--- src/rmq_pkg.sv ---
// ----------------------------------------------------------------------------
// rmq_pkg
// Shared types and constants for the matrix to quaternion converter.
// ----------------------------------------------------------------------------
package rmq_pkg;

   localparam int ELEM_WIDTH_DEF = 16;
   localparam int NUM_SLOTS      = 4;

   // Output slot codes: which quaternion component a lane feeds
   typedef logic [1:0] slot_type;
   localparam slot_type SLOT_W = 2'd0;
   localparam slot_type SLOT_X = 2'd1;
   localparam slot_type SLOT_Y = 2'd2;
   localparam slot_type SLOT_Z = 2'd3;

   // Sideband that travels with each word down the cell chains
   typedef struct packed {
      logic                 valid;
      slot_type             root_slot;  // component that takes root / 2
      logic [NUM_SLOTS-1:0] neg;        // numerator sign per component
   } ctrl_type;

endpackage

--- src/rmq_sqrt_cell.sv ---
// ----------------------------------------------------------------------------
// rmq_sqrt_cell
// One restoring square root step: two radicand bits in, one root bit out.
// ----------------------------------------------------------------------------
module rmq_sqrt_cell #(
   parameter int ElemWidth = 16
) (
   input  logic                   clock,
   input  logic                   reset,
   input  logic                   en,
   input  rmq_pkg::ctrl_type      ctrl_i,
   input  logic [2*ElemWidth-1:0] rad_i,
   input  logic [ElemWidth:0]     rem_i,
   input  logic [ElemWidth-1:0]   root_i,
   input  logic [ElemWidth:0]     mag_i [4],
   output rmq_pkg::ctrl_type      ctrl_o,
   output logic [2*ElemWidth-1:0] rad_o,
   output logic [ElemWidth:0]     rem_o,
   output logic [ElemWidth-1:0]   root_o,
   output logic [ElemWidth:0]     mag_o [4]
);
   import rmq_pkg::*;

   localparam int W = ElemWidth;

   logic [W+2:0]   cur, trial;
   logic           ge;
   ctrl_type       ctrl_ff;
   logic [2*W-1:0] rad_ff;
   logic [W:0]     rem_in, rem_ff;
   logic [W-1:0]   root_in, root_ff;
   logic [W:0]     mag_ff [4];

   always_comb begin
      cur     = {rem_i, rad_i[2*W-1 -: 2]};
      trial   = {1'b0, root_i, 2'b01};
      ge      = cur >= trial;
      rem_in  = ge ? (W+1)'(cur - trial) : cur[W:0];
      root_in = {root_i[W-2:0], ge};
   end

   always_ff @(posedge clock) begin
      if (reset) begin
         ctrl_ff.valid <= 1'b0;
      end else if (en) begin
         ctrl_ff.valid <= ctrl_i.valid;
      end
      if (en) begin
         ctrl_ff.root_slot <= ctrl_i.root_slot;
         ctrl_ff.neg       <= ctrl_i.neg;
         rad_ff            <= {rad_i[2*W-3:0], 2'b00};
         rem_ff            <= rem_in;
         root_ff           <= root_in;
         mag_ff            <= mag_i;
      end
   end

   assign ctrl_o = ctrl_ff;
   assign rad_o  = rad_ff;
   assign rem_o  = rem_ff;
   assign root_o = root_ff;
   assign mag_o  = mag_ff;

endmodule

--- config.mk ---
export PLATFORM = sky130hd
export DESIGN_NAME = rmq_sqrt_cell
export DESIGN_NICKNAME = d
export VERILOG_FILES = /design/src/rmq_pkg.sv /design/src/rmq_sqrt_cell.sv
export SDC_FILE = /design/constraint.sdc
export NUM_CORES = 1
export LEC_CHECK = 0
export ABC_AREA = 1
export ABC_CLOCK_PERIOD_IN_PS = 1700
export BUFFER_PORTS_ARGS = -buffer_cell sky130_fd_sc_hd__buf_4
export CAP_MARGIN = 20
export CELL_PAD_IN_SITES_DETAIL_PLACEMENT = 1
export CELL_PAD_IN_SITES_GLOBAL_PLACEMENT = 1
export CORE_ASPECT_RATIO = 1.4
export CORE_MARGIN = 4
export CORE_UTILIZATION = 31
export CTS_CLUSTER_SIZE = 40
export DETAILED_ROUTE_END_ITERATION = 10
export GPL_TIMING_DRIVEN = 0
export PLACE_DENSITY_LB_ADDON = 0.05
export SLEW_MARGIN = 20
export SYNTH_ARGS = -nofsm -noshare
export SYNTH_HDL_FRONTEND = slang
export SYNTH_SLANG_ARGS = --single-unit
--- constraint.sdc ---
create_clock -name clock -period 1.7 [get_ports clock]
set_input_delay 0.34 -clock clock [delete_from_list [all_inputs] [get_ports clock]]
set_output_delay 0.34 -clock clock [all_outputs]
set_load 0.03 [all_outputs]
==> metrics.cfg <==
[layout]
fin_cells=1003
final_common_cell=buf_4
layout-drive-gt1-share_pct=50.3
layout.nets=911
seq_area_um2=4130
filler_cell_count=1980
area_growth_pct=60.1
final_cell_mix=buf_4, edfxtp_1, nand2_1
stdcell_area_um2=9120
antenna_cells=0
multiInputGateArea_um2=1540

[clock_tree]
clock-sinks=138
cts-buffers-inserted=17
cts_max_level=4
clockBufferDepth=2
ctsHoldBuffers=0
clock-root-buffer=clkbuf_16
cts.clk_slew.worst_paths_ps=70
cts_tree=yes
clock_latency_ps=420

[worst_setup_path]
regToRegStartpoint=ctrl_o[6]$_SDFFE_PP0P_
worst_ep_arrival_time_ps=1790
worstRegToRegCells=2
crit_type=input port to flop
cp_top_family=simple AND/OR/NAND/NOR gates
critPathRequiredTime_ps=1890
crit_chain=buf_4, inv_12, ha_4, buf_6, a21oi_2, nand2_2, nand3_4, nand3_4, nand2_8, nand2_8, buf_12, nand2_2, nand2_1
endpoint_kind=flop
slowest_stage=ha_4
r2r_slack_ps=1080
slowest_delay_ps=220
r2r_end=ctrl_o[6]$_SDFFE_PP0P_
cp_num_buf_inv=4
crit_fanout=7
worstSetupStartpointType=input port

[pwr]
switching_share_pct=29.1
p_int_mw=7.17
peakVddDrop_mv=0.451
power.clock.fraction_pct=37.5
power.leakage_nw=4.16
p_seq_share_pct=41.3
p_sw_mw=2.94
finalPower_mw=10.1
power_density_nw_per_um2=1110
power_frac_comb_pct=21.2

[yosys]
syn_area_per_cell_um2=12.9
synth-async-reset-ratio_pct=0
synth_edf_count=137
synth.distinct_cells=28
ys_warn_count=0
syn_area_um2=5700
ys_seq_area_share_pct=72.6
ys.flop_type=edfxtp_1
syn_inst=441
yosys_register_bits=138

[floorplanning]
core_area_um2=18000
fp.dieH_um=168
die_x_um=123
initial_core_util_pct=31.6
die-area_um2=20600
num_rows=58
pin_count=283

[drt]
totalWireLength_um=18500
drtPass1Iterations=4
avgRoutedWirePerCell_um=18.4
vias_per_cell=4.34
via_count=4349
drt_iter0_markers=235
drc=0
antenna_left=0

[sta]
max-slew-margin-rel_pct=65.7
fmax_mhz=625
layout_min_cycle_time_ps=1600
holdWs_ps=77.6
finalHoldViolations=0
setup_viol_count_final=0
tightest_slew_ps=514
fin_worst_skew_ps=0
layout_worst_path_cycle_share_pct=94.1
rsz0062_at_grt=false
maxSlewViolCount=0

[hold_path]
holdCritStartpoint=reset
min_path_cells=2
min_to=ctrl_o[6]$_SDFFE_PP0P_
hp-class=input port to flop

[placement]
gp_congestion=0.786
place_area_um2=8390
port_buffers=280
dp_hpwl_um=14700
dp_cells=963

[global_route]
met2_usage_pct=34.2
met1_usage_pct=17.0
grt_pass1_vias=4658
grt-ovfl-total=0
grt_max_degree=98
grt_pass1_wl_um=27200
antenna_found_initial=0
grt_use_total_pct=17.9
busiest_layer=met2
use_met3_pct=7.29

[job]
cap_violations=0

[outcome]
status=complete, no violations

==> sequential cells by signal, summed over array words and instances (netlist names) <==
register,count
rem_o,17
mag_o,68
rad_o,30
root_o,16
ctrl_o,7
==> how the worst max path moves through the flow <==
stage	start	endpoint	slack [ps]	cells after the start
2_1_floorplan	root_i[0]	rem_o[10]$_DFFE_PP_	-80	12
6_report	root_i[0]	rem_o[11]$_DFFE_PP_	100	13
4_1_cts	root_i[0]	rem_o[11]$_DFFE_PP_	-10	12
3_5_place_dp	root_i[0]	rem_o[11]$_DFFE_PP_	-500	13
3_3_place_gp	root_i[0]	rem_o[11]$_DFFE_PP_	-500	12
5_1_grt	rem_i[1]	rem_o[10]$_DFFE_PP_	1	11
==> layout make-up <==
cell class | instances | share of cell area [%]
Buffer | 6 | 0.672
Clock buffer | 17 | 4.66
Clock inverter | 15 | 2.03
Inverter | 67 | 2.89
Multi-Input combinational cell | 231 | 16.8
Sequential cell | 138 | 45.3
Tap cell | 240 | 3.29
Timing Repair Buffer | 289 | 24.3
==> what timing repair did <==
action | in CTS | in global routing
resized for setup | 2 | 6
setup buffers | 0 | 7
setup endpoints to repair | 2 | 14
cloned | 0 | 1
pin swaps | 1 | 3
==> per-stage QoR <==
step	TNS, ps	utilization [%]	setup WS (ps)
after floorplan	-777	-	-83.4
after global placement	-54860	46.4	-498
after detailed placement	-7570	46.6	-504
after CTS	-14.2	50.1	-14.2
after global routing	0	50.7	1.30
final	0	50.7	100
==> layer usage <==
metal	vias up	share of wire (%)	wire [µm]
met5	-	0	0
li1	2100	-	-
met3	18	9.0	1670
met4	0	1.5	284
met1	2059	33	6100
met2	172	56	10400
==> synthesized netlist by cell type (2+ instances only) <==
library cell / n / area, µm²
edfxtp_1: 137 / 4110
nor3_1: 3 / 15.0
buf_4: 4 / 30.0
ha_1: 18 / 225
inv_1: 63 / 236
a21oi_1: 11 / 55.1
nand2_1: 115 / 432
nand3_2: 2 / 20.0
nand4_1: 4 / 25.0
nand2_2: 19 / 119
nor2_1: 9 / 33.8
inv_2: 4 / 15.0
nand3_1: 30 / 150
xnor2_1: 2 / 17.5
nor2_4: 3 / 33.8
xor2_1: 5 / 43.8
==> cell families (layout without fill, tap and decap cells) <==
logic type,after synthesis,after routing,share of synthesized area (%)
adders and majority gates,18,18,3.95
muxes,1,1,0.176
DFF,138,138,72.6
buffers and inverters,73,394,5.38
and+or+nand+nor,190,190,15.4
other,1,2,0.0658
AOI/OAI and AO/OA,13,13,1.32
xor gates and xnor gates,7,7,1.08
==> power groups by stage <==
| stage | logic (mW) | registers (mW) | clock network [mW] |
|---|---|---|---|
| 6_report | 2.15 | 4.17 | 3.79 |
| 5_1_grt | 2.31 | 4.20 | 4.08 |
| 4_1_cts | 2.15 | 4.18 | 3.92 |
| 3_5_place_dp | 2.14 | 4.25 | 0 |
| 3_3_place_gp | 2.11 | 4.24 | 0 |
| 2_1_floorplan | 0.552 | 4.85 | 0 |
No activity file was read; power rests on OpenSTA's default activity.
