$ cat src/rmq_pkg.sv
// ----------------------------------------------------------------------------
// rmq_pkg
// Shared types and constants for the matrix to quaternion converter.
// ----------------------------------------------------------------------------
package rmq_pkg;

   localparam int ELEM_WIDTH_DEF = 16;
   localparam int NUM_SLOTS      = 4;

   // Output slot codes: which quaternion component a lane feeds
   typedef logic [1:0] slot_type;
   localparam slot_type SLOT_W = 2'd0;
   localparam slot_type SLOT_X = 2'd1;
   localparam slot_type SLOT_Y = 2'd2;
   localparam slot_type SLOT_Z = 2'd3;

   // Sideband that travels with each word down the cell chains
   typedef struct packed {
      logic                 valid;
      slot_type             root_slot;  // component that takes root / 2
      logic [NUM_SLOTS-1:0] neg;        // numerator sign per component
   } ctrl_type;

endpackage

$ cat src/rmq_front.sv
// ----------------------------------------------------------------------------
// rmq_front
// Branch and pivot choice, root argument and signed numerators, registered.
// ----------------------------------------------------------------------------
module rmq_front #(
   parameter int ElemWidth = 16
) (
   input  logic                        clock,
   input  logic                        reset,
   input  logic                        en,
   input  logic                        in_valid,
   input  logic signed [ElemWidth-1:0] m_i [9],
   output rmq_pkg::ctrl_type           ctrl_o,
   output logic [2*ElemWidth-1:0]      rad_o,
   output logic [ElemWidth:0]          mag_o [4]
);
   import rmq_pkg::*;

   localparam int W        = ElemWidth;
   localparam int FracBits = W - 2;
   localparam int SW       = W + 3;

   localparam logic signed [SW-1:0] One = {{(SW-1-FracBits){1'b0}}, 1'b1, {FracBits{1'b0}}};

   logic signed [SW-1:0] e [9];
   logic signed [SW-1:0] trace, arg;
   logic signed [W:0]    num [4];
   logic                 tr_pos, p1, p2;
   logic [W:0]           arg_u;
   slot_type             slot;
   ctrl_type             ctrl_in, ctrl_ff;
   logic [2*W-1:0]       rad_in, rad_ff;
   logic [W:0]           mag_in [4];
   logic [W:0]           mag_ff [4];

   // element index: row * 3 + column
   always_comb begin
      for (int i = 0; i < 9; i++) begin
         e[i] = SW'(m_i[i]);
      end
      trace  = e[0] + e[4] + e[8];
      tr_pos = trace > 0;
      p1     = m_i[4] > m_i[0];
      p2     = m_i[8] > (p1 ? m_i[4] : m_i[0]);
      if (tr_pos) begin
         slot   = SLOT_W;
         arg    = trace + One;
         num[0] = '0;
         num[1] = (W+1)'(e[7] - e[5]);
         num[2] = (W+1)'(e[2] - e[6]);
         num[3] = (W+1)'(e[3] - e[1]);
      end else if (p2) begin
         slot   = SLOT_Z;
         arg    = e[8] - e[0] - e[4] + One;
         num[0] = (W+1)'(e[3] - e[1]);
         num[1] = (W+1)'(e[2] + e[6]);
         num[2] = (W+1)'(e[5] + e[7]);
         num[3] = '0;
      end else if (p1) begin
         slot   = SLOT_Y;
         arg    = e[4] - e[8] - e[0] + One;
         num[0] = (W+1)'(e[2] - e[6]);
         num[1] = (W+1)'(e[1] + e[3]);
         num[2] = '0;
         num[3] = (W+1)'(e[7] + e[5]);
      end else begin
         slot   = SLOT_X;
         arg    = e[0] - e[4] - e[8] + One;
         num[0] = (W+1)'(e[7] - e[5]);
         num[1] = '0;
         num[2] = (W+1)'(e[3] + e[1]);
         num[3] = (W+1)'(e[6] + e[2]);
      end
      // negative argument clamps to zero
      arg_u = (arg > 0) ? arg[W:0] : '0;
      rad_in = {1'b0, arg_u, {FracBits{1'b0}}};
      ctrl_in.valid     = in_valid;
      ctrl_in.root_slot = slot;
      for (int s = 0; s < 4; s++) begin
         ctrl_in.neg[s] = num[s][W];
         mag_in[s]      = num[s][W] ? (W+1)'(-num[s]) : num[s];
      end
   end

   always_ff @(posedge clock) begin
      if (reset) begin
         ctrl_ff.valid <= 1'b0;
      end else if (en) begin
         ctrl_ff.valid <= ctrl_in.valid;
      end
      if (en) begin
         ctrl_ff.root_slot <= ctrl_in.root_slot;
         ctrl_ff.neg       <= ctrl_in.neg;
         rad_ff            <= rad_in;
         mag_ff            <= mag_in;
      end
   end

   assign ctrl_o = ctrl_ff;
   assign rad_o  = rad_ff;
   assign mag_o  = mag_ff;

endmodule

$ cat config.mk
export PLATFORM = sky130hd
export DESIGN_NAME = rmq_front
export DESIGN_NICKNAME = d
export VERILOG_FILES = /design/src/rmq_pkg.sv /design/src/rmq_front.sv
export SDC_FILE = /design/constraint.sdc
export NUM_CORES = 1
export LEC_CHECK = 0
export BUFFER_PORTS_ARGS = -buffer_cell sky130_fd_sc_hd__buf_2
export CORE_AREA = 2 2 346 211
export DETAILED_ROUTE_END_ITERATION = 12
export DIE_AREA = 0 0 348 213
export PLACE_DENSITY = 0.47
export SLEW_MARGIN = 10
export SYNTH_ARGS = -nofsm -noshare
export SYNTH_HDL_FRONTEND = slang
export SYNTH_SLANG_ARGS = --single-unit
$ cat constraint.sdc
create_clock -name clock -period 27.6 [get_ports clock]
set_input_delay 8.28 -clock clock [delete_from_list [all_inputs] [get_ports clock]]
set_output_delay 8.28 -clock clock [all_outputs]
set_load 0.02 [all_outputs]
==> out/results.txt, run 1 <==
Status = finished, final reports clean
Comb pwr share = 0.711
Vias per inst = 5.209
Via count = 16850
DR pass1 iterations = 7
WP data arrival = 16970 ps
Nets = 2769
GRT Total Usage = 0.1893
Final critical-path required period = 16840 ps
Final WL = 72240 um
Post-route ant nets = 0
Syn Area/Cell = 8.344 um^2
Fin. Hold Viols = 0
Syn Std Cell Area = 0.01756 mm^2
Die area = 0.07412 mm^2
Final setup margin = 10760 ps
Initial antenna violation count = 8
Post-synth EDFFs = 91
Highest-count cells in the layout ignoring fill and taps = 263 x ha_1, 238 x buf_2, 187 x inv_1, 163 x a21oi_1, 157 x nor2_1
P_sw = 761.5 uW
Residual DRC = 0
TritonCTS Sinks = 92
Post_cts resized = 0
Reg power frac = 0.185
FMAX = 0.05937 GHz
Final setup viols = 0
Slew Viols, Final = 0
Leading cell type in the layout, fill and taps excluded = ha_1
Worst Max-Slew Pin Slew = 1336 ps
Startpoint Class = input pin
Setup_tns = 0 ps
Layout cells sized above 1 = 0.1407
CTS Hold Bufs = 0
CTS Buf Count = 9
Top-area cell type share of the netlist area = 0.1874
Post-CTS Setup Inserts = 0
Worst Skew = 0 ps
Reg clk slew, reported paths = 70 ps
Remaining Overflow, GRT = 0
Seq/Total Area, Yosys = 0.1567
Pin count of the biggest net entering global routing = 111
Core Box Area = 0.07103 mm^2
Top FF cell, synth = edfxtp_1
Rows = 76
Die Span X = 348 um
Starting density of the core = 0.2473
Hold crit path type = reg2reg
CP Capture Type = flop
Yosys cell types = 91
Post-DP HPWL = 60260 um
Pint = 669.4 uW
Wire per inst = 22.33 um
Crit-path max FO = 66
Input/output buffers = 239
Number of global-route vias before repair = 15610
Max-cap violation count = 0
Chip Height = 213 um
CTS HTree Levels = 3
P per Cell Area = 71.55 mW/mm^2
Global-route wire length before repair = 103700 um
Maximum VDD drop = 0.00003986 V
Area grow syn2layout = 13.86%
Final period utilization = 0.6102
Cells after synthesis = 2105
Yosys reg bits = 92
Lkg Pwr = 0.008747 uW
Relative slew slack = 0.08634
I/O Pins = 255
Clock power share = 0.103
CTS tree = built
Crit Path Class = in2reg
Synth area leaders = ha_1 19%, edfxtp_1 16%, fa_1 8.4%
Latest clock arrival within the worst-skew pair = 380 ps
Cell taking the most area after synthesis = ha_1
RSZ-0062 raised after global routing = false
Max clock buf depth = 2
Setup WS pre-CTS = 10520 ps
Asr flop ratio synth = 0
Synth warn = 0
Switching Share = 0.5322
Iter 0 DRT Violations = 1594
GPL Wtd Cong = 0.9368
CP required = 27730 ps
Root Driver = clkbuf_16
==> sequential cells by signal (all words and copies together), names as in the netlist <==
name    count
rad_o      17
mag_o      68
ctrl_o      7
==> critical path: stages <==
cell and delay (ps):
buf_2 150, inv_1 120, ha_1 440, nor4b_1 910, nand3_1 150, a21oi_1 270, nor4_2 160, o21ai_4 390
buf_4 710, a21oi_1 180, ha_1 350, nand4_1 230, a2111o_1 440, a31oi_1 870, or2_2 240, buf_4 650
nor2_1 80, buf_4 250, a221o_1 310, o21ai_0 100, ha_1 280, or4b_1 440, mux2_2 320, a21oi_1 300
a21oi_1 130, xnor2_1 170
==> logic make-up after synthesis <==
family / Yosys count / share of synthesized area
AO/OA/AOI/OAI: 609 / 0.2330
XOR/XNOR: 182 / 0.09076
adder cells (fa/ha/maj): 337 / 0.2717
buffers and inverters: 293 / 0.07046
flip-flops: 92 / 0.1567
multiplexers: 32 / 0.01866
other: 1 / 0.0002135
AND/OR/NAND/NOR: 559 / 0.1584
==> cells in the mapped netlist (23+ instances only) <==
master,instances
nand2_1,124
o21ai_0,106
fa_1,74
nor2_1,158
ha_1,263
buf_2,32
nor3_1,51
o22ai_1,23
xor2_1,60
nor2b_1,29
nand3_1,40
a31oi_1,26
a21o_1,33
a21oi_1,163
inv_1,187
xnor2_1,122
clkbuf_1,38
mux2i_1,26
edfxtp_1,91
a211oi_1,45
==> through the flow <==
stage | hold slack [ps] | cell area (um^2) | instances | power (uW) | utilization
finish | 500.1 | 20000 | 3235 | 1431 | 0.2815
global route | 530.7 | 19980 | 3227 | 1528 | 0.2812
CTS | 504.0 | 19970 | 3225 | 1425 | 0.2811
detailed placement | 486.4 | 19640 | 3209 | 1266 | 0.2765
global placement | 469.1 | 19640 | 3209 | 1266 | 0.2765
floorplan | 578.8 | 17620 | 2119 | 926.2 | -
==> metal layers <==
layer,track usage,vias up,part of all wire,routed length [um]
li1,-,7924,-,-
met1,0.3069,8169,0.52,37640
met2,0.2497,726,0.38,27110
met3,0.04687,30,0.098,7072
met4,0.01836,2,0.0057,409
met5,0,-,0.00018,13
==> power groups by stage <==
stage,Sequential (uW),Clock [uW],Combinational (uW)
after global placement,270,0,996
after CTS,268,154,1000
after detailed placement,269,0,997
final,265,148,1020
after floorplan,329,0,598
after global routing,270,158,1100
==> final timing paths <==
check	startpoint	to	slack, ps	depth (start not counted)
worst max-delay path	m_i[79]	mag_o[29]	10760	26
worst max register to register	ctrl_o[6]	ctrl_o[6]	27020	2
worst min register to register	ctrl_o[6]	ctrl_o[6]	500	2
worst min-delay path	ctrl_o[6]	ctrl_o[6]	500	2
==> area by class of cell <==
type                            count  area [um^2]
Fill cell                        7642        51040
Multi-Input combinational cell   1734        13670
Sequential cell                    92         2753
Timing Repair Buffer              256         1339
Tap cell                          936         1171
Inverter                          191        716.9
Clock buffer                       11        242.7
Clock inverter                      5        85.08
Antenna cell                       10        25.02
No activity file was read; power rests on OpenSTA's default activity.
==> inputs of run 2 (changes only) <==
--- a/config.mk
+++ b/config.mk
@@ -5,10 +5,11 @@
 export SDC_FILE = /design/constraint.sdc
 export NUM_CORES = 1
 export LEC_CHECK = 0
+export ABC_AREA = 1
 export BUFFER_PORTS_ARGS = -buffer_cell sky130_fd_sc_hd__buf_2
-export CORE_AREA = 2 2 346 211
+export CORE_AREA = 2 2 360 220
 export DETAILED_ROUTE_END_ITERATION = 12
-export DIE_AREA = 0 0 348 213
+export DIE_AREA = 0 0 362 222
 export PLACE_DENSITY = 0.47
 export SLEW_MARGIN = 10
 export SYNTH_ARGS = -nofsm -noshare
==> constraint.sdc (replaced) <==
create_clock -name clock -period 17.3 [get_ports clock]
set_input_delay 5.19 -clock clock [delete_from_list [all_inputs] [get_ports clock]]
set_output_delay 5.19 -clock clock [all_outputs]
set_load 0.02 [all_outputs]
==> run 2 against run 1 <==
Hold slack lost 5.9 ps. Cell count is 29% higher. Final area rose by 7.6%. Critical path type unchanged. Via count up 18%. Clock skew is the same. Utilization fell by 0.13 points. Clock-buffer cell count fell by 2. Setup slack got worse by 6200 ps. Critical path depth grew 5.
==> out/results.txt, run 2 <==
Hold crit path type = reg2reg
Final period utilization = 0.7359
Synth area leaders = nand2_1 18%, ha_1 17%, edfxtp_1 14%
Fin. Hold Viols = 0 (unchanged)
CP max stage cell = nand4_1
Pin count of the biggest net entering global routing = 93 (-16%)
Kind of cell adding the most delay to the critical path = simple AND/OR/NAND/NOR gates
Relative slew slack = 0.2903 (+0.2040)
CTS Buf Count = 9 (unchanged)
Placed Cells = 4154 (+29%)
CTS Hold Bufs = 0 (unchanged)
CP required = 17450 ps (-10280 ps)
Crit-path max FO = 76 (+15%)
Via count = 19900 (+18%)
Slew Viols, Final = 0 (unchanged)
Final Cell Area = 0.02152 mm^2 (+7.6%)
Worst Skew = 0 ps (unchanged)
Die area = 0.08036 mm^2 (+8.4%)
Count leader, synth = nand2_1
TritonCTS Sinks = 92 (unchanged)
Reg clk slew, reported paths = 70 ps (about the same)
Cells after synthesis = 2970 (+41%)
Synth cell count leaders = 903 x nand2_1, 447 x inv_1, 306 x nand3_1, 263 x ha_1, 240 x nor2_1
Worst Max-Slew Pin Slew = 1053 ps (-282.5 ps)
Post-CTS Setup Inserts = 0 (unchanged)
GRT Total Usage = 0.1965 (+0.007199)
Crit Path Class = in2reg
Cell repeated most along the worst path = nand2_1
Die Span X = 362 um (+4.0%)
Final critical-path required period = 12730 ps
Setup_tns = 0 ps (unchanged)
Remaining Overflow, GRT = 0 (unchanged)
Cell taking the most area after synthesis = nand2_1
Starting density of the core = 0.2488 (+0.001595)
Layout cells sized above 1 = 0.09120 (-0.04948)
CTS tree = built
Worst path bufs/invs = 8 (+3)
DR pass1 iterations = 6 (-1)
FMAX = 0.07855 GHz
Non-Filler Instances = 4172 (+29%)
Post-synth EDFFs = 91 (unchanged)
Top-area cell type share of the netlist area = 0.1773 (-0.01001)
Input/output buffers = 239 (unchanged)
Yosys cell types = 44 (-52%)
Chip Height = 222 um (+4.2%)
Seq/Total Area, Yosys = 0.1440 (-0.01270)
Core Box Area = 0.07680 mm^2 (+8.1%)
Post_cts resized = 0 (unchanged)
Yosys reg bits = 92 (unchanged)
Nets = 3638 (+31%)
Synth warn = 0 (unchanged)
Highest-count cells in the layout ignoring fill and taps = 903 x nand2_1, 447 x inv_1, 305 x nand3_1, 263 x ha_1, 239 x nor2_1
Iter 0 DRT Violations = 2314 (+45%)
Max clock buf depth = 2 (unchanged)
Global-route wire length before repair = 118300 um (+14%)
Residual DRC = 0 (unchanged)
Lkg Pwr = 0.01172 uW (+34%)
Wire per inst = 19.40 um (-13%)
RSZ-0062 raised after global routing = false
Vias per inst = 4.769 (-8.4%)
Status = finished, final reports clean
Initial antenna violation count = 17 (+9)
Maximum VDD drop = 0.00006728 V (+69%)
Final core occ = 0.2802 (-0.001322)
Final setup viols = 0 (unchanged)
I/O Pins = 255 (unchanged)
Number of global-route vias before repair = 17720 (+14%)
GPL Wtd Cong = 0.9624 (+2.7%)
Syn Std Cell Area = 0.01911 mm^2 (+8.8%)
Max-cap violation count = 0 (unchanged)
Leading cell type in the layout, fill and taps excluded = nand2_1
Latest clock arrival within the worst-skew pair = 380 ps (about the same)
Top FF cell, synth = edfxtp_1
WP data arrival = 12880 ps (-4090 ps)
Area grow syn2layout = 12.60%
Crit-path max cell delay = 830 ps (-80 ps)
CP Capture Type = flop
Rows = 79 (+3.9%)
Max reg flops = 68 (unchanged)
Root Driver = clkbuf_16
Startpoint Class = input pin
Post-route ant nets = 0 (unchanged)
Asr flop ratio synth = 0 (unchanged)
Syn Area/Cell = 6.435 um^2 (-23%)
Post-DP HPWL = 70080 um (+16%)
Total Power = 2671 uW (+87%)
P per Cell Area = 124.1 mW/mm^2 (+73%)
Final WL = 80930 um (+12%)
CTS HTree Levels = 3 (unchanged)
Area after DPL = 0.02122 mm^2 (+8.0%)
-- run 2: cell types whose count changed after synthesis, sizes merged, moves of 26 or more --
cell,before,now
nand2,124,906
nand3,40,309
inv,188,451
xnor2,122,25
nor2,158,240
xor2,60,110
a211oi,47,1
nand4,10,53
nor2b,29,0
a21oi,164,138
-- run 2: layout make-up --
type / count / area (um^2)
Antenna cell: 2 / 5.005
Clock buffer: 9 / 225.2
Clock inverter: 7 / 72.57
Fill cell: 8681 / 55280
Inverter: 452 / 1697
Multi-Input combinational cell: 2352 / 14250
Sequential cell: 92 / 2753
Tap cell: 1012 / 1266
Timing Repair Buffer: 246 / 1251
-- run 2: metal layers --
| layer | track usage | wire, um |
|---|---|---|
| met1 | 0.3371 | 44590 |
| met2 | 0.2226 | 26340 |
| met3 | 0.06618 | 9340 |
| met4 | 0.01962 | 544 |
| met5 | 0 | 118 |
-- run 2: report_power, final --
part	total (uW)	switching, uW	internal, uW
logic	2000	1410	586
clock network	214	102	113
registers	457	51.1	405
total	2670	1570	1100
-- run 2: final timing paths --
| kind | from | endpoint | slack, ps | cells after the start |
|---|---|---|---|---|
| min reg2reg | ctrl_o[6] | ctrl_o[6] | 490 | 2 |
| max | m_i[79] | mag_o[9] | 4570 | 31 |
| min | ctrl_o[6] | ctrl_o[6] | 490 | 2 |
| max reg2reg | ctrl_o[6] | ctrl_o[6] | 16720 | 2 |
-- run 2: worst reg2reg max path, cell delays in order (launching register included) --
cell,delay (ps)
dfxtp_1,310
mux2i_1,120
nor2_1,50
-- run 2: through the flow --
step,hold slack (ps),setup WS [ps]
floorplan,578.8,7465
global placement,477.0,4512
detailed placement,488.3,4420
CTS,505.8,4838
global route,531.0,4009
finish,494.2,4569
-- run 2: kinds of logic after synthesis --
group | count (synthesis) | share of synthesized area
and+or+nand+nor | 1569 | 0.3442
buffers and inverters | 540 | 0.1141
adders and majority gates | 337 | 0.2497
AOI/OAI and AO/OA | 295 | 0.08537
xor gates and xnor gates | 135 | 0.06187
DFF | 92 | 0.1440
other | 1 | 0.0001962
muxes | 1 | 0.0005238
