===== src/rmq_pkg.sv =====
// ----------------------------------------------------------------------------
// rmq_pkg
// Shared types and constants for the matrix to quaternion converter.
// ----------------------------------------------------------------------------
package rmq_pkg;

   localparam int ELEM_WIDTH_DEF = 16;
   localparam int NUM_SLOTS      = 4;

   // Output slot codes: which quaternion component a lane feeds
   typedef logic [1:0] slot_type;
   localparam slot_type SLOT_W = 2'd0;
   localparam slot_type SLOT_X = 2'd1;
   localparam slot_type SLOT_Y = 2'd2;
   localparam slot_type SLOT_Z = 2'd3;

   // Sideband that travels with each word down the cell chains
   typedef struct packed {
      logic                 valid;
      slot_type             root_slot;  // component that takes root / 2
      logic [NUM_SLOTS-1:0] neg;        // numerator sign per component
   } ctrl_type;

endpackage


===== src/rmq_div_cell.sv =====
// ----------------------------------------------------------------------------
// rmq_div_cell
// One restoring divide step on four lanes sharing the divisor 2 * root.
// ----------------------------------------------------------------------------
module rmq_div_cell #(
   parameter int ElemWidth = 16
) (
   input  logic                   clock,
   input  logic                   reset,
   input  logic                   en,
   input  rmq_pkg::ctrl_type      ctrl_i,
   input  logic [ElemWidth-1:0]   root_i,
   input  logic [2*ElemWidth-2:0] num_i [4],
   input  logic [ElemWidth:0]     rem_i [4],
   input  logic [2*ElemWidth-2:0] quot_i [4],
   output rmq_pkg::ctrl_type      ctrl_o,
   output logic [ElemWidth-1:0]   root_o,
   output logic [2*ElemWidth-2:0] num_o [4],
   output logic [ElemWidth:0]     rem_o [4],
   output logic [2*ElemWidth-2:0] quot_o [4]
);
   import rmq_pkg::*;

   localparam int W  = ElemWidth;
   localparam int NB = 2 * W - 1;

   logic [W:0]    dvs;
   logic [W+1:0]  cur [4];
   logic          ge [4];
   logic [W:0]    rem_in [4];
   logic [NB-1:0] quot_in [4];
   logic [NB-1:0] num_in [4];
   ctrl_type      ctrl_ff;
   logic [W-1:0]  root_ff;
   logic [NB-1:0] num_ff [4];
   logic [W:0]    rem_ff [4];
   logic [NB-1:0] quot_ff [4];

   always_comb begin
      dvs = {root_i, 1'b0};
      for (int s = 0; s < 4; s++) begin
         cur[s]     = {rem_i[s], num_i[s][NB-1]};
         ge[s]      = cur[s] >= {1'b0, dvs};
         rem_in[s]  = ge[s] ? (W+1)'(cur[s] - {1'b0, dvs}) : cur[s][W:0];
         quot_in[s] = {quot_i[s][NB-2:0], ge[s]};
         num_in[s]  = {num_i[s][NB-2:0], 1'b0};
      end
   end

   always_ff @(posedge clock) begin
      if (reset) begin
         ctrl_ff.valid <= 1'b0;
      end else if (en) begin
         ctrl_ff.valid <= ctrl_i.valid;
      end
      if (en) begin
         ctrl_ff.root_slot <= ctrl_i.root_slot;
         ctrl_ff.neg       <= ctrl_i.neg;
         root_ff           <= root_i;
         num_ff            <= num_in;
         rem_ff            <= rem_in;
         quot_ff           <= quot_in;
      end
   end

   assign ctrl_o = ctrl_ff;
   assign root_o = root_ff;
   assign num_o  = num_ff;
   assign rem_o  = rem_ff;
   assign quot_o = quot_ff;

endmodule


===== config.mk =====
export PLATFORM = sky130hd
export DESIGN_NAME = rmq_div_cell
export DESIGN_NICKNAME = d
export VERILOG_FILES = /design/src/rmq_pkg.sv /design/src/rmq_div_cell.sv
export SDC_FILE = /design/constraint.sdc
export NUM_CORES = 1
export LEC_CHECK = 0
export BUFFER_PORTS_ARGS = -buffer_cell sky130_fd_sc_hd__clkbuf_2
export CAP_MARGIN = 20
export CORE_AREA = 2 2 266 268
export DETAILED_ROUTE_END_ITERATION = 8
export DIE_AREA = 0 0 268 270
export PLACE_DENSITY = 0.44
export SETUP_SLACK_MARGIN = 0.5
export SYNTH_ARGS = -nofsm -noshare
export SYNTH_HDL_FRONTEND = slang
export SYNTH_SLANG_ARGS = --single-unit

===== constraint.sdc =====
create_clock -name clock -period 2.9 [get_ports clock]
set_input_delay 0.435 -clock clock [delete_from_list [all_inputs] [get_ports clock]]
set_output_delay 0.435 -clock clock [all_outputs]
set_load 0.02 [all_outputs]

==> results.py, run 1 <==
metrics = {
    "run_status": {
        "status": "finished, final reports clean",
    },
    "detailed_routing": {
        "via_count": 10720,
        "avgRoutedWirePerCell_um": 21.35,
        "vias_per_cell": 4.051,
        "remaining_drc_errors": 0,
        "dr.pass1.iters": 5,
        "finalWirelength_mm": 56.52,
        "drtIter0Drc": 560,
        "drt.antenna.violating_nets": 0,
    },
    "yosys": {
        "ys.flop_type": "edfxtp_1",
        "synthCells": 893,
        "yosysTopAreaCellShare_pct": 70.98,
        "ys_seq_area_share_pct": 71.12,
        "ys_async_sr_fraction_pct": 0,
        "ys_warn_count": 0,
        "avgSynthCellArea_um2": 15.82,
        "ys_seq_elements": 335,
        "synth.cell_area_um2": 14130,
        "synth_area_leader_cell": "edfxtp_1",
        "ys_types": 62,
        "synth_edf_count": 334,
        "synth_area_leaders": "edfxtp_1 (71%), ha_1 (5.7%), mux2_2 (2.2%), xnor2_1 (1.7%), a21oi_1 (1.7%)",
    },
    "clocking": {
        "insertion_delay_ns": 0.55,
        "cts_max_level": 2,
        "tritoncts": "built",
        "cts-buffers-inserted": 42,
        "clock_sinks": 335,
        "cts_root_buf": "clkbuf_16",
        "clk_pin_slew_worst_paths_ns": 0.07,
        "cts.path.max_buffers": 3,
    },
    "pwr": {
        "pwr-share-seq_pct": 43.6,
        "p_int_w": 0.009906,
        "p_total_w": 0.01384,
        "p_sw_w": 0.003929,
        "combPwrFrac_pct": 19.6,
        "leakage_nw": 8.971,
        "vdd_drop_max_mv": 0.3322,
        "power_density_nw_per_um2": 667.9,
        "swShare_pct": 28.40,
        "pwr-share-clk_pct": 36.8,
    },
    "place": {
        "port_buffers": 672,
        "place_congestion": 0.8597,
        "dpl_cell_area_um2": 19310,
        "post-place-ws_ns": -0.08507,
        "dpl.hpwl_mm": 46.60,
    },
    "floorplanning": {
        "dieHeight_um": 270,
        "fp.dieW_um": 268,
        "fp.dieArea_um2": 72360,
        "io_pins": 681,
        "fp.coreArea_um2": 69540,
        "rows": 97,
        "start_util_pct": 20.32,
    },
    "worst_setup_path": {
        "cp.required_ns": 3.19,
        "crit_path_max_fanout": 15,
        "arrival_ns": 2.66,
        "worstSetupPathType": "input port to register",
        "worstSetupEndpointType": "register",
        "worstRegToRegCells": 2,
        "startpoint_type": "input port",
    },
    "cells_and_area": {
        "final_area_um2": 20710,
        "area_growth_pct": 46.58,
        "post-route-util_pct": 29.79,
        "drive_above_1_share_pct": 51.44,
        "fillers": 7156,
        "layout.nets": 2081,
    },
    "timing": {
        "worst_slack_ns": 0.5338,
        "max_slew_margin_pct": 64.63,
        "rsz0062_at_grt": "true",
        "finClkSkew_ns": 0,
        "finalCriticalPeriod_ns": 2.366,
        "worst_pin_slew_ns": 0.5250,
        "setup_viol": 0,
        "finalCritPeriodShare_pct": 81.59,
        "finalHoldViolCount": 0,
        "final-max-slew-violation-count": 0,
        "max_freq_mhz": 422.6,
        "fin_tns_setup_ns": 0,
    },
    "global_route": {
        "antenna_found_initial": 22,
        "overflow": 0,
        "grt_usage_pct": 15.07,
        "grt_pass1_wl_mm": 78.38,
        "grt_max_degree": 62,
        "grt_pass1_vias": 10930,
    },
    "run": {
        "maxCapViolations": 0,
    },
    "min_path": {
        "min_path_type": "input port to register",
        "whs_path_depth": 1,
    },
}
==> routing by layer <==
metal	vias to the layer above	part of all wire (%)	track usage, %
met3	117	8.9	5.489
met4	20	4.3	6.336
met2	447	52	27.64
li1	5020	-	-
met1	5118	35	15.20
met5	-	0.23	0
==> synth_stat cells (3+ instances only) <==
master    instances
a31oi_1           6
nand3_1          12
nor3_1            7
clkbuf_1          3
and2_1            4
a21oi_1          47
xor2_1           16
xnor2_1          27
nand3b_1          3
edfxtp_1        334
buf_6             4
and3_1            3
o21a_1           16
buf_4             6
o21bai_1          8
a211o_1           3
nor2b_1          11
nor2_1           47
nand4b_1          3
o21ai_0          43
fa_1              4
a21o_1           17
mux2i_1           8
o31a_1            4
ha_1             64
nand2b_1          5
o21ai_1           6
mux2_1            3
mux2_2           27
inv_1            38
buf_2             3
nand2_1          47
nand4_1           5
o31ai_1           5
mux2_4            7
a211oi_1         12
==> state kept, by name, indices dropped and copies added (netlist names) <==
name    count
ctrl_o      7
num_o     120
quot_o    124
rem_o      68
root_o     16
==> worst max-delay path, stage by stage <==
cell	delay, ns
clkbuf_2	0.11
clkinvlp_4	0.24
ha_4	0.38
and2_4	0.14
nor2b_4	0.13
o21ai_1	0.06
o21ba_2	0.21
a211o_1	0.29
nand2_4	0.25
mux2_2	0.38
==> layout by cell type (no fill, tap or decap), types with 8 or more instances in the layout <==
cell type	netlist	layout
clkbuf_2	0	670
edfxtp_1	334	334
buf_4	6	66
ha_1	64	59
nand2_1	47	47
nor2_1	47	47
a21oi_1	47	43
clkbuf_16	0	43
o21ai_0	43	39
inv_1	38	36
xnor2_1	27	27
mux2_2	27	27
a21o_1	17	17
o21a_1	16	16
xor2_1	16	16
nand3_1	12	12
a211oi_1	12	12
clkinv_1	0	9
clkinv_2	0	9
nor2b_1	11	8
o21bai_1	8	8
mux2i_1	8	8
==> power groups by stage <==
stage | Clock (W) | Combinational [W] | Sequential [W]
after detailed placement | 0 | 0.00274 | 0.00613
after floorplan | 0 | 0.000873 | 0.00671
after global routing | 0.00546 | 0.00295 | 0.00608
after CTS | 0.00529 | 0.00276 | 0.00604
final | 0.00509 | 0.00272 | 0.00603
after global placement | 0 | 0.00274 | 0.00614
==> worst paths after layout <==
path / startpoint / end / slack [ns]
worst max register to register: ctrl_o[6] / ctrl_o[6] / 2.29
worst min-delay path: quot_i[104] / quot_o[105] / 0.05
worst min register to register: ctrl_o[6] / ctrl_o[6] / 0.52
worst max-delay path: root_i[6] / rem_o[50] / 0.53
==> repair_timing <==
item | 4_1_cts | 5_1_grt
gates resized for setup | 0 | 15
setup buffers | 0 | 1
hold endpoints to repair | 1 | 0
hold buffers | 1 | 0
endpoints found under the setup margin | 0 | 35
==> kinds of logic after synthesis <==
| family | Yosys count | synth area share, % |
|---|---|---|
| flops | 335 | 71.12 |
| compound gates | 192 | 9.226 |
| simple gates | 155 | 5.197 |
| fa+ha+maj | 68 | 6.233 |
| buf+inv | 54 | 1.833 |
| mux | 45 | 3.701 |
| xor+xnor | 43 | 2.665 |
| other cells | 1 | 0.02654 |
==> final cells by class <==
| class | instances | area [um2] | area share (%) |
|---|---|---|---|
| well taps | 940 | 1176 | 5.678 |
| clock inverters | 27 | 232.7 | 1.124 |
| repair buffers | 747 | 4030 | 19.46 |
| flip-flops and latches | 335 | 10050 | 48.52 |
| diodes | 4 | 10.01 | 0.04832 |
| clock buffers | 49 | 1099 | 5.304 |
| inverters | 38 | 150.1 | 0.7249 |
| multi-input cells | 507 | 3966 | 19.15 |
==> stage by stage <==
stage | cells | hold slack (ns)
after global placement | 2565 | 0.4825
after floorplan | 896 | 0.5074
after global routing | 2645 | 0.01159
after detailed placement | 2565 | 0.5009
final | 2647 | 0.04930
after CTS | 2642 | 0.002291
Power figures use the tool's default switching activity.
==> inputs of run 2 (changes only) <==
==> constraint.sdc (replaced) <==
create_clock -name clock -period 2.4 [get_ports clock]
set_input_delay 0.36 -clock clock [delete_from_list [all_inputs] [get_ports clock]]
set_output_delay 0.36 -clock clock [all_outputs]
set_load 0.02 [all_outputs]
==> run 2 against run 1 <==
Compared with the run above: critical path depth is 1 higher; critical path type unchanged; largest cell class unchanged; register-to-register slack worse by 0.49 ns; first-iteration DRC count grew 4.1%.
==> results.py, run 2 (synthesized netlist as in run 1, its figures left out) <==
metrics = {
    "place": {
        "place_congestion": 0.8171,
        "dpl_cell_area_um2": 20500,
        "port_buffers": 672,
        "dpl.hpwl_mm": 46.82,
    },
    "detailed_routing": {
        "via_count": 12540,
        "avgRoutedWirePerCell_um": 19.69,
        "vias_per_cell": 4.073,
        "dr.pass1.iters": 5,
        "dr.max_layer_used": "met5",
        "wl_met2_mm": 30.72,
        "wl_met3_mm": 4.036,
        "wirelength_met1_mm": 22.27,
        "drtIter0Drc": 583,
        "finalWirelength_mm": 60.62,
        "drt.antenna.violating_nets": 0,
        "remaining_drc_errors": 0,
    },
    "cells_and_area": {
        "final_area_um2": 25990,
        "post-route-util_pct": 37.37,
        "fillers": 6728,
        "area_growth_pct": 83.92,
        "layout_commonest_cell": "clkbuf_2",
        "final_cell_mix": "clkbuf_2 (663), edfxtp_1 (334), dlygate4sd3_1 (260)",
        "layout.nets": 2511,
        "drive_above_1_share_pct": 55.18,
        "largest_reg_flops": 124,
    },
    "global_route": {
        "grt_usage_pct": 15.97,
        "grt_pass1_wl_mm": 85.06,
        "grt_pass1_vias": 13300,
        "overflow": 0,
        "antenna_found_initial": 16,
        "grt_max_degree": 71,
    },
    "clocking": {
        "insertion_delay_ns": 0.55,
        "cts-buffers-inserted": 41,
        "clock_sinks": 335,
        "cts_root_buf": "clkbuf_16",
        "cts_max_level": 2,
        "tritoncts": "built",
        "clk_pin_slew_worst_paths_ns": 0.06,
        "cts.path.max_buffers": 3,
    },
    "worst_setup_path": {
        "worstSetupEndpointType": "register",
        "r2r_slack_ns": 1.80,
        "cp.required_ns": 2.70,
        "worstSetupPathType": "input port to register",
        "startpoint_type": "input port",
        "crit_path_start": "root_i[2]",
        "r2r_start": "ctrl_o[6]",
        "crit_path_max_fanout": 8,
        "arrival_ns": 2.37,
    },
    "floorplanning": {
        "fp.coreArea_um2": 69540,
        "rows": 97,
        "fp.dieW_um": 268,
        "io_pins": 681,
        "dieHeight_um": 270,
        "start_util_pct": 20.32,
        "fp.dieArea_um2": 72360,
    },
    "pwr": {
        "vdd_drop_max_mv": 0.4083,
        "power_density_nw_per_um2": 698.1,
        "leakage_nw": 11.19,
    },
    "timing": {
        "finalCriticalPeriod_ns": 2.070,
        "max_freq_mhz": 483.2,
        "fin_tns_setup_ns": 0,
        "final-max-slew-violation-count": 0,
        "setup_viol": 0,
        "rsz0062_at_grt": "true",
        "finalCritPeriodShare_pct": 86.24,
        "finClkSkew_ns": 0,
        "whs_ns": 0.04378,
        "finalHoldViolCount": 0,
    },
    "run_status": {
        "status": "finished, final reports clean",
    },
    "min_path": {
        "min_path_type": "input port to register",
        "hp-start": "root_i[12]",
    },
    "run": {
        "maxCapViolations": 0,
    },
}
==> run 2: cell count changes in the layout (fill, tap and decap cells not counted), sizes merged <==
cell,delta
bufinv,+2
buf,+177
clkbuf,-3
nand2,+1
clkinvlp,+4
clkinv,-7
inv,-3
dlygate4sd3,+259
diode,+1
==> run 2: layout make-up <==
class                           count  area (um2)  area share, %
Clock buffer                       52        1089          4.188
Timing Repair Buffer             1177        8225          31.65
Multi-Input combinational cell    508        4981          19.17
Tap cell                          940        1176          4.525
Antenna cell                        5       12.51        0.04814
Sequential cell                   335       10050          38.67
Inverter                           38       182.7         0.7029
Clock inverter                     23       274.0          1.054
==> run 2: final timing paths <==
path                     end  cells after the start
setup / recovery   rem_o[38]                     11
hold reg to reg    ctrl_o[6]                      2
setup reg to reg   ctrl_o[6]                      2
hold / removal    root_o[12]                      1
==> run 2: worst max-delay path, cell delays in order <==
cell	delay [ns]
buf_8	0.08
clkinvlp_4	0.12
buf_6	0.15
ha_4	0.26
o21a_1	0.12
o31a_1	0.16
nor3_2	0.05
o21ba_2	0.23
a211o_4	0.38
nand2_8	0.15
mux2_4	0.31
==> run 2: stage by stage <==
step	setup slack (ns)	total power, W	instances
floorplan	-0.01230	0.009178	896
global placement	-0.4230	0.01103	2702
detailed placement	-0.4593	0.01103	2702
CTS	0.3155	0.01812	3056
global route	0.2620	0.01894	3078
finish	0.3303	0.01814	3078
==> run 2: power breakdown <==
group          switching [W]  leakage (nW)  internal (W)
Sequential          0.000188          3.28       0.00711
Clock                0.00255         0.655       0.00378
Combinational        0.00241          7.25       0.00210
==> run 2: what timing repair did <==
action,in CTS,in global routing
resized for setup,112,153
endpoints found under the hold margin,259,1
setup buffers,17,15
hold buffers,259,1
gates cloned,3,1
setup endpoints to repair,67,65
pin swaps,30,63
==> run 2: routing by layer <==
layer,GRT usage [%],vias to the layer above
met5,0,-
met4,8.542,18
met3,4.413,117
met2,28.70,471
met1,16.78,6041
li1,-,5890
==> inputs of run 3 (changes only) <==
--- a/config.mk
+++ b/config.mk
@@ -5,12 +5,13 @@
 export SDC_FILE = /design/constraint.sdc
 export NUM_CORES = 1
 export LEC_CHECK = 0
+export ABC_AREA = 1
 export BUFFER_PORTS_ARGS = -buffer_cell sky130_fd_sc_hd__clkbuf_2
 export CAP_MARGIN = 20
-export CORE_AREA = 2 2 266 268
+export CORE_AREA = 2 2 267 269
 export DETAILED_ROUTE_END_ITERATION = 8
-export DIE_AREA = 0 0 268 270
-export PLACE_DENSITY = 0.44
+export DIE_AREA = 0 0 269 271
+export PLACE_DENSITY = 0.46
 export SETUP_SLACK_MARGIN = 0.5
 export SYNTH_ARGS = -nofsm -noshare
 export SYNTH_HDL_FRONTEND = slang
==> run 3 against run 2 <==
Compared with the run above: critical path type unchanged; critical path depth unchanged; highest routed layer unchanged; die area is 0.74% higher; sequential power barely moved.
==> results.py, run 3 <==
metrics = {
    "timing": {
        "fin_tns_setup_ns": 0,
        "finalCritPeriodShare_pct": 74.91,
        "max_freq_mhz": 556.2,
        "finClkSkew_ns": 0,
        "whs_ns": 0.03664,
        "finalCriticalPeriod_ns": 1.798,
        "rsz0062_at_grt": "true",
        "final-max-slew-violation-count": 0,
        "finalHoldViolCount": 0,
        "setup_viol": 0,
    },
    "worst_setup_path": {
        "endpoint": "rem_o[61]",
        "r2r_slack_ns": 1.81,
        "startpoint_type": "input port",
        "crit_path_max_fanout": 9,
        "worstRegToRegCells": 2,
        "rr_endpoint": "ctrl_o[6]",
        "worstSetupPathType": "input port to register",
        "worstSetupEndpointType": "register",
        "cp.required_ns": 2.70,
        "r2r_start": "ctrl_o[6]",
        "crit_path_start": "root_i[9]",
        "arrival_ns": 2.09,
    },
    "run": {
        "maxCapViolations": 0,
    },
    "cells_and_area": {
        "layout_commonest_cell": "clkbuf_2",
        "drive_above_1_share_pct": 36.81,
        "final_area_um2": 24750,
        "layout.nets": 2866,
        "fillers": 7026,
        "final_cells": 3428,
        "largest_reg_flops": 124,
        "area_growth_pct": 59.84,
        "final_cell_mix": "clkbuf_2 (671), nand2_1 (466), edfxtp_1 (334)",
    },
    "clocking": {
        "clock_sinks": 335,
        "cts_max_level": 2,
        "cts.path.max_buffers": 3,
        "tritoncts": "built",
        "insertion_delay_ns": 0.57,
        "clk_pin_slew_worst_paths_ns": 0.05,
        "post_cts_buffers": 0,
        "cts_root_buf": "clkbuf_16",
        "cts-buffers-inserted": 40,
    },
    "global_route": {
        "grt_usage_pct": 17.90,
        "overflow": 0,
        "grt_pass1_wl_mm": 94.39,
        "antenna_found_initial": 11,
        "met2_usage_pct": 34.87,
        "grt_pass1_vias": 14400,
        "busiest_layer": "met2",
        "grt_max_degree": 58,
        "grt.met3_usage_pct": 4.032,
        "grtUsageMet1_pct": 18.38,
    },
    "detailed_routing": {
        "drtIter0Drc": 747,
        "finalWirelength_mm": 67.30,
        "dr.pass1.iters": 8,
        "avgRoutedWirePerCell_um": 19.63,
        "remaining_drc_errors": 0,
        "via_count": 13880,
        "drt.antenna.violating_nets": 0,
        "vias_per_cell": 4.049,
    },
    "pwr": {
        "power_density_nw_per_um2": 690.3,
        "leakage_nw": 11.93,
        "vdd_drop_max_mv": 0.4442,
    },
    "yosys": {
        "synth.cell_area_um2": 15480,
        "yosysTopAreaCellShare_pct": 64.79,
        "synth_edf_count": 334,
        "ys_seq_elements": 335,
        "ys_warn_count": 0,
        "ys_async_sr_fraction_pct": 0,
        "ys_seq_area_share_pct": 64.92,
        "netlist_top_cells_count": "nand2_1 (470), edfxtp_1 (334), inv_1 (213), nand3_1 (107), ha_1 (64)",
        "synthCells": 1415,
        "avgSynthCellArea_um2": 10.94,
        "yosysMostFrequentCell": "nand2_1",
        "ys.flop_type": "edfxtp_1",
        "synth_area_leaders": "edfxtp_1 (65%), nand2_1 (11%), ha_1 (5.2%), inv_1 (5.2%), nand3_1 (3.5%)",
        "ys_types": 33,
        "synth_area_leader_cell": "edfxtp_1",
    },
    "floorplanning": {
        "io_pins": 681,
        "start_util_pct": 22.18,
        "fp.coreArea_um2": 69790,
        "dieHeight_um": 271,
        "rows": 97,
        "fp.dieW_um": 269,
        "fp.dieArea_um2": 72900,
    },
    "place": {
        "port_buffers": 672,
        "post-place-cells": 3117,
        "dpl.hpwl_mm": 54.52,
        "place_congestion": 0.9088,
        "dpl_cell_area_um2": 21090,
    },
    "min_path": {
        "min_path_type": "input port to register",
    },
    "run_status": {
        "status": "finished, final reports clean",
    },
}
[run 3: cell count changes after synthesis, sizes merged, moves of 16 or more]
cell / change
mux2: -37
inv: +180
nand2: +443
xnor2: -16
a21o: -17
o21a: -16
nand3: +101
o21ai: -45
[run 3: repair_timing]
action,in CTS,in global routing
setup endpoints to repair,0,9
endpoints found under the hold margin,236,1
resized for setup,0,2
hold buffers,236,1
[run 3: per-stage QoR]
step                      utilization, %  power [W]  worst slack (ns)
after floorplan                        -   0.009202            0.4934
after global placement             30.22    0.01092           0.03473
after detailed placement           30.22    0.01092          0.004627
after CTS                          35.42    0.01736            0.6108
after global routing               35.46    0.01789            0.4961
final                              35.46    0.01708            0.6022
[run 3: kinds of logic (layout without fill, tap and decap cells)]
| family | count (synthesis) | in the layout | synth area share (%) |
|---|---|---|---|
| AOI/OAI and AO/OA | 41 | 41 | 1.447 |
| muxes | 1 | 1 | 0.06466 |
| other | 1 | 6 | 0.02422 |
| DFF | 335 | 335 | 64.92 |
| and+or+nand+nor | 703 | 703 | 20.03 |
| adders and majority gates | 68 | 68 | 5.690 |
| buffers and inverters | 238 | 1306 | 6.247 |
| xor gates and xnor gates | 28 | 28 | 1.584 |
[run 3: worst min-delay path by stage]
stage	startpoint	endpoint	slack, ns	cells after the start
after floorplan	reset	ctrl_o[6]	0.43	1
after global placement	ctrl_o[6]	ctrl_o[6]	0.48	2
after detailed placement	ctrl_o[6]	ctrl_o[6]	0.49	2
after CTS	ctrl_i[6]	ctrl_o[6]	0.005	3
after global routing	quot_i[71]	quot_o[72]	0.008	1
final	quot_i[71]	quot_o[72]	0.04	1
[run 3: final cells by class]
type	count	area (um2)	area share, %
Antenna cell	2	5.005	0.02023
Clock buffer	45	1020	4.121
Clock inverter	27	246.5	0.9961
Inverter	218	825.8	3.337
Multi-Input combinational cell	845	4611	18.63
Sequential cell	335	10050	40.61
Tap cell	940	1176	4.753
Timing Repair Buffer	1016	6812	27.53
[run 3: routing by layer]
layer | vias to the layer above | wire, um
met5 | - | 115
met4 | 16 | 2242
met3 | 89 | 4278
met2 | 478 | 36470
met1 | 6531 | 24190
li1 | 6765 | -
[run 3: power by group]
| part | internal, W | switching (W) |
|---|---|---|
| registers | 0.00708 | 0.000199 |
| clock network | 0.00333 | 0.00266 |
| logic | 0.00146 | 0.00235 |
| total | 0.0119 | 0.00521 |
[run 3: critical path, cell delays in order]
cell	delay, ns
clkbuf_2	0.09
inv_1	0.21
ha_1	0.48
nand2_1	0.14
nor2_2	0.14
nand2_1	0.09
o21ai_2	0.17
nor2_4	0.08
buf_4	0.18
nand3_1	0.08
nand2_1	0.08
